### src/hw/rtl/u8d_pkg.sv
`timescale 1ns / 1ps
// ----------------------------------------------------------------------------
// u8d_pkg
// Shared types and constants of the UTF-8 to UTF-16 stream decoder.
// ----------------------------------------------------------------------------
package u8d_pkg;

    localparam int BYTE_W      = 8;
    localparam int CP_W        = 31;
    localparam int UNIT_W      = 16;
    localparam int LEFT_W      = 3;
    localparam int ONES_W      = 3;
    localparam int CONT_BITS   = 6;

    localparam logic [UNIT_W-1:0] STRAY_UNIT_HIGH = 16'hFF00;
    localparam logic [BYTE_W-1:0] LEAD_PAYLOAD    = 8'h7F;

    // leading-one count of a lead byte; both invalid leads fold into one code
    localparam logic [ONES_W-1:0] ONES_ASCII   = 3'd0;
    localparam logic [ONES_W-1:0] ONES_CONT    = 3'd1;
    localparam logic [ONES_W-1:0] ONES_INVALID = 3'd7;

    // decoder state carried between words
    typedef struct packed {
        logic [CP_W-1:0]   partial_point;
        logic [LEFT_W-1:0] bytes_left;
    } state_t;

    // one result word
    typedef struct packed {
        logic [CP_W-1:0]   code_point;
        logic [UNIT_W-1:0] utf16_unit;
        logic              stray_byte;
    } result_t;

    // decoder step outcome
    typedef struct packed {
        logic    emit;
        result_t result;
        state_t  state_next;
    } step_t;

endpackage

### src/hw/rtl/u8d_in_if.sv
`timescale 1ns / 1ps
// ----------------------------------------------------------------------------
// u8d_in_if
// Input byte channel: valid/ready handshake carrying one UTF-8 byte.
// ----------------------------------------------------------------------------
interface u8d_in_if;
    logic       valid;
    logic       ready;
    logic [7:0] in_byte;

    modport source (output valid, output in_byte, input ready);
    modport sink   (input valid, input in_byte, output ready);
endinterface

### src/hw/rtl/u8d_out_if.sv
`timescale 1ns / 1ps
// ----------------------------------------------------------------------------
// u8d_out_if
// Result channel: valid/ready handshake carrying one decoded code point.
// ----------------------------------------------------------------------------
interface u8d_out_if;
    logic        valid;
    logic        ready;
    logic [30:0] code_point;
    logic [15:0] utf16_unit;
    logic        stray_byte;

    modport source (output valid, output code_point, output utf16_unit,
                    output stray_byte, input ready);
    modport sink   (input valid, input code_point, input utf16_unit,
                    input stray_byte, output ready);
endinterface

### src/hw/rtl/utf8_to_utf16_stream_decoder_core.sv
`timescale 1ns / 1ps
// ----------------------------------------------------------------------------
// utf8_to_utf16_stream_decoder_core
// UTF-8 byte stream to code point / UTF-16 unit decoder.
// ----------------------------------------------------------------------------
// Usage:
//   in_ch takes one UTF-8 byte per word. out_ch gives one word per complete
//   code point: the point, its low 16 bits as a UTF-16 unit (no surrogates),
//   and a stray flag for a lone continuation byte or lead 0xFE / 0xFF, which
//   come out alone with unit 0xFF00 or the byte.
//   Results: the byte that completes a result is decoded into the output
//   register, or into the skid register while the output word is not taken.
//   Throughput: one byte per cycle while in_ch.ready is high; the decode is
//   a single shift-and-mask step between the sequence state register and the
//   output register. Stalls: a two-entry output buffer lets one more result
//   in while one waits; in_ch.ready drops only when both entries are full.
//   Reset: clears any open sequence and empties the output buffer. A
//   sequence cut off at end of stream yields no word and stays open.
// ----------------------------------------------------------------------------
module utf8_to_utf16_stream_decoder_core
    import u8d_pkg::*;
(
    input  logic       clk,
    input  logic       rst_n,
    u8d_in_if.sink     in_ch,
    u8d_out_if.source  out_ch
);

    state_t  state_reg;
    state_t  state_next;
    step_t   step;
    result_t out_data;
    logic    accept;
    logic    space;

    assign in_ch.ready = space;
    assign accept      = in_ch.valid && space;

    // per-byte decode
    u8d_decode u_decode (
        .in_byte (in_ch.in_byte),
        .state   (state_reg),
        .step    (step)
    );

    // sequence state update
    assign state_next = accept ? step.state_next : state_reg;

    always_ff @(posedge clk or negedge rst_n)
    begin
        if (!rst_n)
        begin
            state_reg <= '0;
        end
        else
        begin
            state_reg <= state_next;
        end
    end

    // result buffering
    u8d_out_buf u_out_buf (
        .clk       (clk),
        .rst_n     (rst_n),
        .push      (accept && step.emit),
        .push_data (step.result),
        .space     (space),
        .out_valid (out_ch.valid),
        .out_ready (out_ch.ready),
        .out_data  (out_data)
    );

    assign out_ch.code_point = out_data.code_point;
    assign out_ch.utf16_unit = out_data.utf16_unit;
    assign out_ch.stray_byte = out_data.stray_byte;

endmodule

### src/hw/rtl/u8d_decode.sv
`timescale 1ns / 1ps
// ----------------------------------------------------------------------------
// u8d_decode
// Combinational decode of one byte against the open-sequence state.
// ----------------------------------------------------------------------------
module u8d_decode
    import u8d_pkg::*;
(
    input  logic [BYTE_W-1:0] in_byte,
    input  state_t            state,
    output step_t             step
);

    logic [ONES_W-1:0] ones;
    logic [CP_W-1:0]   shifted;
    logic [BYTE_W-1:0] lead_mask;

    // leading-one count of the byte
    always_comb
    begin
        priority casez (in_byte)
            8'b0???????: ones = ONES_ASCII;
            8'b10??????: ones = ONES_CONT;
            8'b110?????: ones = 3'd2;
            8'b1110????: ones = 3'd3;
            8'b11110???: ones = 3'd4;
            8'b111110??: ones = 3'd5;
            8'b1111110?: ones = 3'd6;
            default:     ones = ONES_INVALID;
        endcase
    end

    // continuation payload shifted into the partial point
    assign shifted   = {state.partial_point[CP_W-CONT_BITS-1:0], in_byte[CONT_BITS-1:0]};
    assign lead_mask = LEAD_PAYLOAD >> ones;

    // next state and result
    always_comb
    begin
        step = '0;
        step.state_next = state;
        if (state.bytes_left != '0)
        begin
            if (state.bytes_left == LEFT_W'(1))
            begin
                step.emit                 = 1'b1;
                step.result.code_point    = shifted;
                step.result.utf16_unit    = shifted[UNIT_W-1:0];
                step.result.stray_byte    = 1'b0;
                step.state_next.partial_point = '0;
                step.state_next.bytes_left    = '0;
            end
            else
            begin
                step.state_next.partial_point = shifted;
                step.state_next.bytes_left    = state.bytes_left - LEFT_W'(1);
            end
        end
        else if (ones == ONES_ASCII)
        begin
            step.emit              = 1'b1;
            step.result.code_point = CP_W'(in_byte);
            step.result.utf16_unit = UNIT_W'(in_byte);
            step.result.stray_byte = 1'b0;
        end
        else if (ones == ONES_CONT || ones == ONES_INVALID)
        begin
            step.emit              = 1'b1;
            step.result.code_point = CP_W'(in_byte);
            step.result.utf16_unit = STRAY_UNIT_HIGH | UNIT_W'(in_byte);
            step.result.stray_byte = 1'b1;
        end
        else
        begin
            step.state_next.partial_point = CP_W'(in_byte & lead_mask);
            step.state_next.bytes_left    = LEFT_W'(ones - ONES_W'(1));
        end
    end

endmodule

### src/hw/rtl/u8d_out_buf.sv
`timescale 1ns / 1ps
// ----------------------------------------------------------------------------
// u8d_out_buf
// Two-entry result buffer: output register plus skid register.
// ----------------------------------------------------------------------------
module u8d_out_buf
    import u8d_pkg::*;
(
    input  logic    clk,
    input  logic    rst_n,
    input  logic    push,
    input  result_t push_data,
    output logic    space,
    output logic    out_valid,
    input  logic    out_ready,
    output result_t out_data
);

    logic    main_valid_reg;
    logic    main_valid_next;
    logic    skid_valid_reg;
    logic    skid_valid_next;
    result_t main_data_reg;
    result_t main_data_next;
    result_t skid_data_reg;
    result_t skid_data_next;
    logic    main_free;

    // new words are taken while the skid entry is empty
    assign space     = !skid_valid_reg;
    assign out_valid = main_valid_reg;
    assign out_data  = main_data_reg;
    assign main_free = !main_valid_reg || out_ready;

    // buffer update
    always_comb
    begin
        main_valid_next = main_valid_reg;
        skid_valid_next = skid_valid_reg;
        main_data_next  = main_data_reg;
        skid_data_next  = skid_data_reg;
        if (main_free)
        begin
            if (skid_valid_reg)
            begin
                main_valid_next = 1'b1;
                main_data_next  = skid_data_reg;
                skid_valid_next = 1'b0;
            end
            else
            begin
                main_valid_next = push;
                main_data_next  = push_data;
            end
        end
        else if (push)
        begin
            skid_valid_next = 1'b1;
            skid_data_next  = push_data;
        end
    end

    // control registers
    always_ff @(posedge clk or negedge rst_n)
    begin
        if (!rst_n)
        begin
            main_valid_reg <= 1'b0;
            skid_valid_reg <= 1'b0;
        end
        else
        begin
            main_valid_reg <= main_valid_next;
            skid_valid_reg <= skid_valid_next;
        end
    end

    // payload registers
    always_ff @(posedge clk)
    begin
        main_data_reg <= main_data_next;
        skid_data_reg <= skid_data_next;
    end

endmodule

### src/flat_wrapper.sv
// flat-port wrapper written by rule: the top's interface ports become plain ports
module utf8_to_utf16_stream_decoder_core_flat import u8d_pkg::*;
  (clk, rst_n, in_ch_valid, in_ch_in_byte, in_ch_ready, out_ch_valid, out_ch_code_point, out_ch_utf16_unit, out_ch_stray_byte, out_ch_ready);
  u8d_in_if in_ch_i ();
  u8d_out_if out_ch_i ();
  input  logic clk;
  input  logic rst_n;
  input wire logic [$bits(in_ch_i.valid)-1:0] in_ch_valid;
  input wire logic [$bits(in_ch_i.in_byte)-1:0] in_ch_in_byte;
  output wire logic [$bits(in_ch_i.ready)-1:0] in_ch_ready;
  output wire logic [$bits(out_ch_i.valid)-1:0] out_ch_valid;
  output wire logic [$bits(out_ch_i.code_point)-1:0] out_ch_code_point;
  output wire logic [$bits(out_ch_i.utf16_unit)-1:0] out_ch_utf16_unit;
  output wire logic [$bits(out_ch_i.stray_byte)-1:0] out_ch_stray_byte;
  input wire logic [$bits(out_ch_i.ready)-1:0] out_ch_ready;
  assign in_ch_i.valid = in_ch_valid;
  assign in_ch_i.in_byte = in_ch_in_byte;
  assign in_ch_ready = in_ch_i.ready;
  assign out_ch_valid = out_ch_i.valid;
  assign out_ch_code_point = out_ch_i.code_point;
  assign out_ch_utf16_unit = out_ch_i.utf16_unit;
  assign out_ch_stray_byte = out_ch_i.stray_byte;
  assign out_ch_i.ready = out_ch_ready;
  utf8_to_utf16_stream_decoder_core u_core (.clk(clk), .rst_n(rst_n), .in_ch(in_ch_i), .out_ch(out_ch_i));
endmodule
### config.mk
export PLATFORM = sky130hd
export DESIGN_NAME = utf8_to_utf16_stream_decoder_core_flat
export DESIGN_NICKNAME = d
export VERILOG_FILES = /design/src/hw/rtl/u8d_pkg.sv /design/src/hw/rtl/u8d_in_if.sv /design/src/hw/rtl/u8d_out_if.sv /design/src/hw/rtl/utf8_to_utf16_stream_decoder_core.sv /design/src/hw/rtl/u8d_decode.sv /design/src/hw/rtl/u8d_out_buf.sv /design/src/flat_wrapper.sv
export SDC_FILE = /design/constraint.sdc
export NUM_CORES = 1
export LEC_CHECK = 0
export ABC_AREA = 1
export BUFFER_PORTS_ARGS = -buffer_cell sky130_fd_sc_hd__buf_4
export CORE_MARGIN = 5
export CORE_UTILIZATION = 60
export CTS_CLUSTER_DIAMETER = 30
export DETAILED_ROUTE_END_ITERATION = 8
export GPL_TIMING_DRIVEN = 0
export PLACE_DENSITY = 0.81
export SLEW_MARGIN = 30
export SYNTH_ARGS = -nofsm -noshare
export SYNTH_HDL_FRONTEND = slang
export SYNTH_HIERARCHICAL = 1
export SYNTH_SLANG_ARGS = --single-unit
export TNS_END_PERCENT = 20
### constraint.sdc
create_clock -name clk -period 12.7 [get_ports clk]
set_input_delay 1.905 -clock clk [delete_from_list [all_inputs] [get_ports clk]]
set_output_delay 1.905 -clock clk [all_outputs]
set_load 0.01 [all_outputs]
Word level (Yosys, flattened, before mapping)

Cells that the tools add are included.

Bits in registers: 126
Output and inout port bits: 50
Logic and storage cells: 50

$add $sub $neg: 2
Equality and inequality tests: 11
Shift-type cells: 1
Multiplexer cells: 12
Bitwise logic cells: 3
Reductions and logical operators: 11

Operators by type and width:

| operator                                          | number |
|---|---|
| 2-to-1 mux 49 bit                                 | 3 |
| 2-to-1 mux 34 bit                                 | 3 |
| 2-to-1 mux 83 bit                                 | 1 |
| 2-to-1 mux 48 bit                                 | 1 |
| one-hot mux 3 bit (7 select lines)                | 1 |
| AND 8 bit                                         | 1 |
| >> shifter 7 x 3 -> 8 bit (first input constant)  | 1 |
| == test 7 bit (second input constant)             | 1 |
| == test 3 x 1 -> 1 bit (second input constant)    | 2 |
| == test 3 bit (second input constant)             | 2 |
| == test 6 bit (second input constant)             | 1 |
| subtractor 3 x 1 -> 3 bit (second input constant) | 2 |
| == test 5 bit (second input constant)             | 1 |
| == test 4 bit (second input constant)             | 1 |
| inequality test 2 bit (second input constant)     | 2 |
| zero test 3 bit                                   | 1 |
| 2-to-1 mux 1 bit                                  | 3 |
| AND reduction 3 bit                               | 1 |
| nonzero test 3 bit                                | 1 |
| == test 2 bit (second input constant)             | 1 |
| logical AND 1 bit                                 | 2 |
| zero test 1 bit                                   | 2 |
| logical OR 1 bit                                  | 2 |
| inverter 1 bit                                    | 2 |
| 2 further kinds                                   | 2 |

Depth between registers and ports, before layout

Depth in word-level cells: 10
Depth in mapped cells: 18

By module

Netlist, hierarchy kept.

Modules (own cells, without submodules):

| module                            | instances | cells each | area each (sq um) |
|---|---|---|---|
| u8d_out_buf                       | 1         | 261        | 3579.7 |
| utf8_to_utf16_stream_decoder_core | 1         | 150        | 1430.1 |
| u8d_decode                        | 1         | 223        | 1252.5 |

Worst setup path before layout

Ideal clock, no wire load.

Kind: input-to-reg
Start: input out_ch_ready
End: register u_core/u_out_buf/skid_data_reg[0] (netlist bit) (enable)
Arrival: 5.212 ns
Data required time: 12.246 ns
Slack: 7.034 ns
Stages on the path: 3
Buffers on the path: 0
Cell sequence: inv_1 -> nand2_1 -> nor2_1

Longest elaborated chain between the ends: 3

Ends and longest elaborated chain:

| what                                 | line               | RTL |
|---|---|---|
| start: declaration                   | flat_wrapper.sv:15 | `input wire logic [$bits(out_ch_i.ready)-1:0] out_ch_ready;` |
| logical OR 1 bit                     | u8d_out_buf.sv:33  | `assign main_free = !main_valid_reg \|\| out_ready;` |
| net u_core.u_out_buf.main_free       | u8d_out_buf.sv:27  | `logic main_free;` |
| inverter 1 bit (no source line)      | --                 |  |
| AND reduction 2 bit (no source line) | --                 |  |
| end signal: assignment               | u8d_out_buf.sv:82  | `skid_data_reg <= skid_data_next;` |
| end: declaration                     | u8d_out_buf.sv:25  | `result_t skid_data_reg;` |

The timed path passes the listed nets, and every way through them passes these cells.
A chain may end at the register's enable or synchronous reset.

==> impl_metrics.env <==
export IMPL_dpl_cell_count=792
export IMPL_dr_pass1_iters=5
export IMPL_cts_sinks=126
export IMPL_vias=4458
export IMPL_hp_class="reg2reg"
export IMPL_nNetsFinal=699
export IMPL_syn_num_nets=619
export IMPL_tightest_slew_ns=0.678
export IMPL_wl_met3_um=825
export IMPL_htree_levels=4
export IMPL_fillers=651
export IMPL_clk_pin_slew_worst_paths_ns=0.06
export IMPL_netlist_area_um2=5970
export IMPL_status="finished, final reports clean"
export IMPL_initial_core_util_pct=61.4
export IMPL_endpoint_kind="register"
export IMPL_clkLatencyLatePin_ns=0.52
export IMPL_multi_input_area_um2=1850
export IMPL_grtUsageTotal_pct=23.3
export IMPL_io_pins=62
export IMPL_place_detailed_hpwl_um=8650
export IMPL_grt_setup_unrepaired="false"
export IMPL_globalplace_congestion=0.860
export IMPL_min_period_ns=3.93
export IMPL_cp_required_ns=12.93
export IMPL_leakage_nw=3.38
export IMPL_synthCells=598
export IMPL_pwr_density_cell_nw_per_um2=228
export IMPL_stdcell_count=824
export IMPL_routed_wl_um=12900
export IMPL_top_layer="met4"
export IMPL_post_route_period_util_pct=30.9
export IMPL_tns_ns=0
export IMPL_fmax_mhz=255
export IMPL_cp_max_fo=20
export IMPL_regArea_um2=3630
export IMPL_yosysWarningCount=6
export IMPL_clock_root_buffer="clkbuf_8"
export IMPL_postCtsSetupRepairBufs=0
export IMPL_drive_gt1_share_pct=24.9
export IMPL_row_count=36
export IMPL_cts_resized_gates=0
export IMPL_cp_arrival_ns=4.16
export IMPL_grt_ovfl_total=0
export IMPL_drtIter0Drc=460
export IMPL_antenna_cells=0
export IMPL_setup_viol=0
export IMPL_cap_violations=0
export IMPL_wl_per_cell_um=15.7
export IMPL_grt_max_degree=52
export IMPL_hold_viol=0
export IMPL_maxSlewHeadroom_pct=54.8
export IMPL_port_buffers=59
export IMPL_die_w_um=110
export IMPL_slew_violations=0
export IMPL_path_class="in2reg"
export IMPL_avgSynthCellArea_um2=9.98
export IMPL_finalClockSkew_ns=0.0108
export IMPL_drc_errors=0
export IMPL_cp_start_kind="primary input"
export IMPL_grt_pass1_vias=4464
export IMPL_cts_made_buffers=17
export IMPL_drtAntennaViolNets=0
export IMPL_cts_tree="yes"
export IMPL_ir_worst_vdd_uv=113
export IMPL_cts_buffer_depth=2
export IMPL_hold_buffers=0
export IMPL_area_delta_synth_final_pct=21.2
export IMPL_layout_commonest_cell="nand2_1"
export IMPL_most_common_layout_cells="nand2_1 (231), edfxtp_1 (96), buf_4 (77)"
export IMPL_wl_met1_um=5190
export IMPL_antenna_found_initial=0
export IMPL_dieArea_um2=12000
export IMPL_core_area_um2=9730
export IMPL_avgViaCountPerCell=5.41
export IMPL_grt_pass1_wl_um=21100
export IMPL_wl_met2_um=6590
export IMPL_die_h_um=110
==> per-stage QoR <==
step                total power, mW  area (um2)  hold slack [ns]  setup WS, ns  utilization, %
CTS                            1.65        7230            0.473          8.82            74.3
finish                         1.65        7230            0.472          8.77            74.3
detailed placement             1.18        6650            0.458          8.28            68.3
global route                   1.74        7230            0.498          8.57            74.3
floorplan                     0.980        5970            0.442          7.03               -
global placement               1.15        6580            0.453          5.68            67.6
==> worst max-delay path, cell delays in order <==
cell,delay (ns)
buf_4,0.13
nand2_1,0.13
inv_1,0.09
nand2_1,0.08
nand2_1,0.10
inv_1,0.14
ha_1,0.23
nand2_1,0.09
nand3_1,0.08
nand2_1,0.09
nand2_1,0.07
inv_1,0.05
nor2_2,0.13
inv_1,0.08
nor2_4,0.35
buf_16,0.23
buf_16,0.17
==> final cells by class <==
cell class / instances / share of cell area (%)
flip-flops and latches: 126 / 50.2
multi-input cells: 380 / 25.6
repair buffers: 61 / 6.88
clock buffers: 18 / 5.78
plain buffers: 41 / 4.22
inverters: 51 / 2.65
clock inverters: 14 / 2.30
well taps: 133 / 2.30
==> report_power, final <==
group	total [mW]	switching [mW]	leakage (nW)	internal (mW)
Sequential	0.626	0.0453	1.40	0.581
Clock	0.470	0.172	0.279	0.298
Combinational	0.550	0.333	1.70	0.218
==> final timing paths <==
kind / startpoint / to / slack (ns) / depth (start not counted)
min: u_core/state_reg[6] / u_core/state_reg[6] / 0.47 / 2
max in group asynchronous: rst_n / u_core/u_out_buf/skid_valid_reg / 11.10 / 1
max: in_ch_in_byte[6] / u_core/u_out_buf/skid_data_reg[25] / 8.77 / 17
min reg2reg: u_core/state_reg[6] / u_core/state_reg[6] / 0.47 / 2
max reg2reg: u_core/state_reg[1] / u_core/u_out_buf/skid_data_reg[25] / 10.04 / 13
min in group asynchronous: rst_n / u_core/state_reg[22] / 1.30 / 1
==> routing by layer <==
| layer | up-vias | GRT usage [%] |
|---|---|---|
| li1 | 2097 | - |
| met1 | 2134 | 28.4 |
| met2 | 189 | 39.3 |
| met3 | 38 | 5.93 |
| met4 | 0 | 9.88 |
| met5 | - | 0 |
No activity file was read; power rests on OpenSTA's default activity.
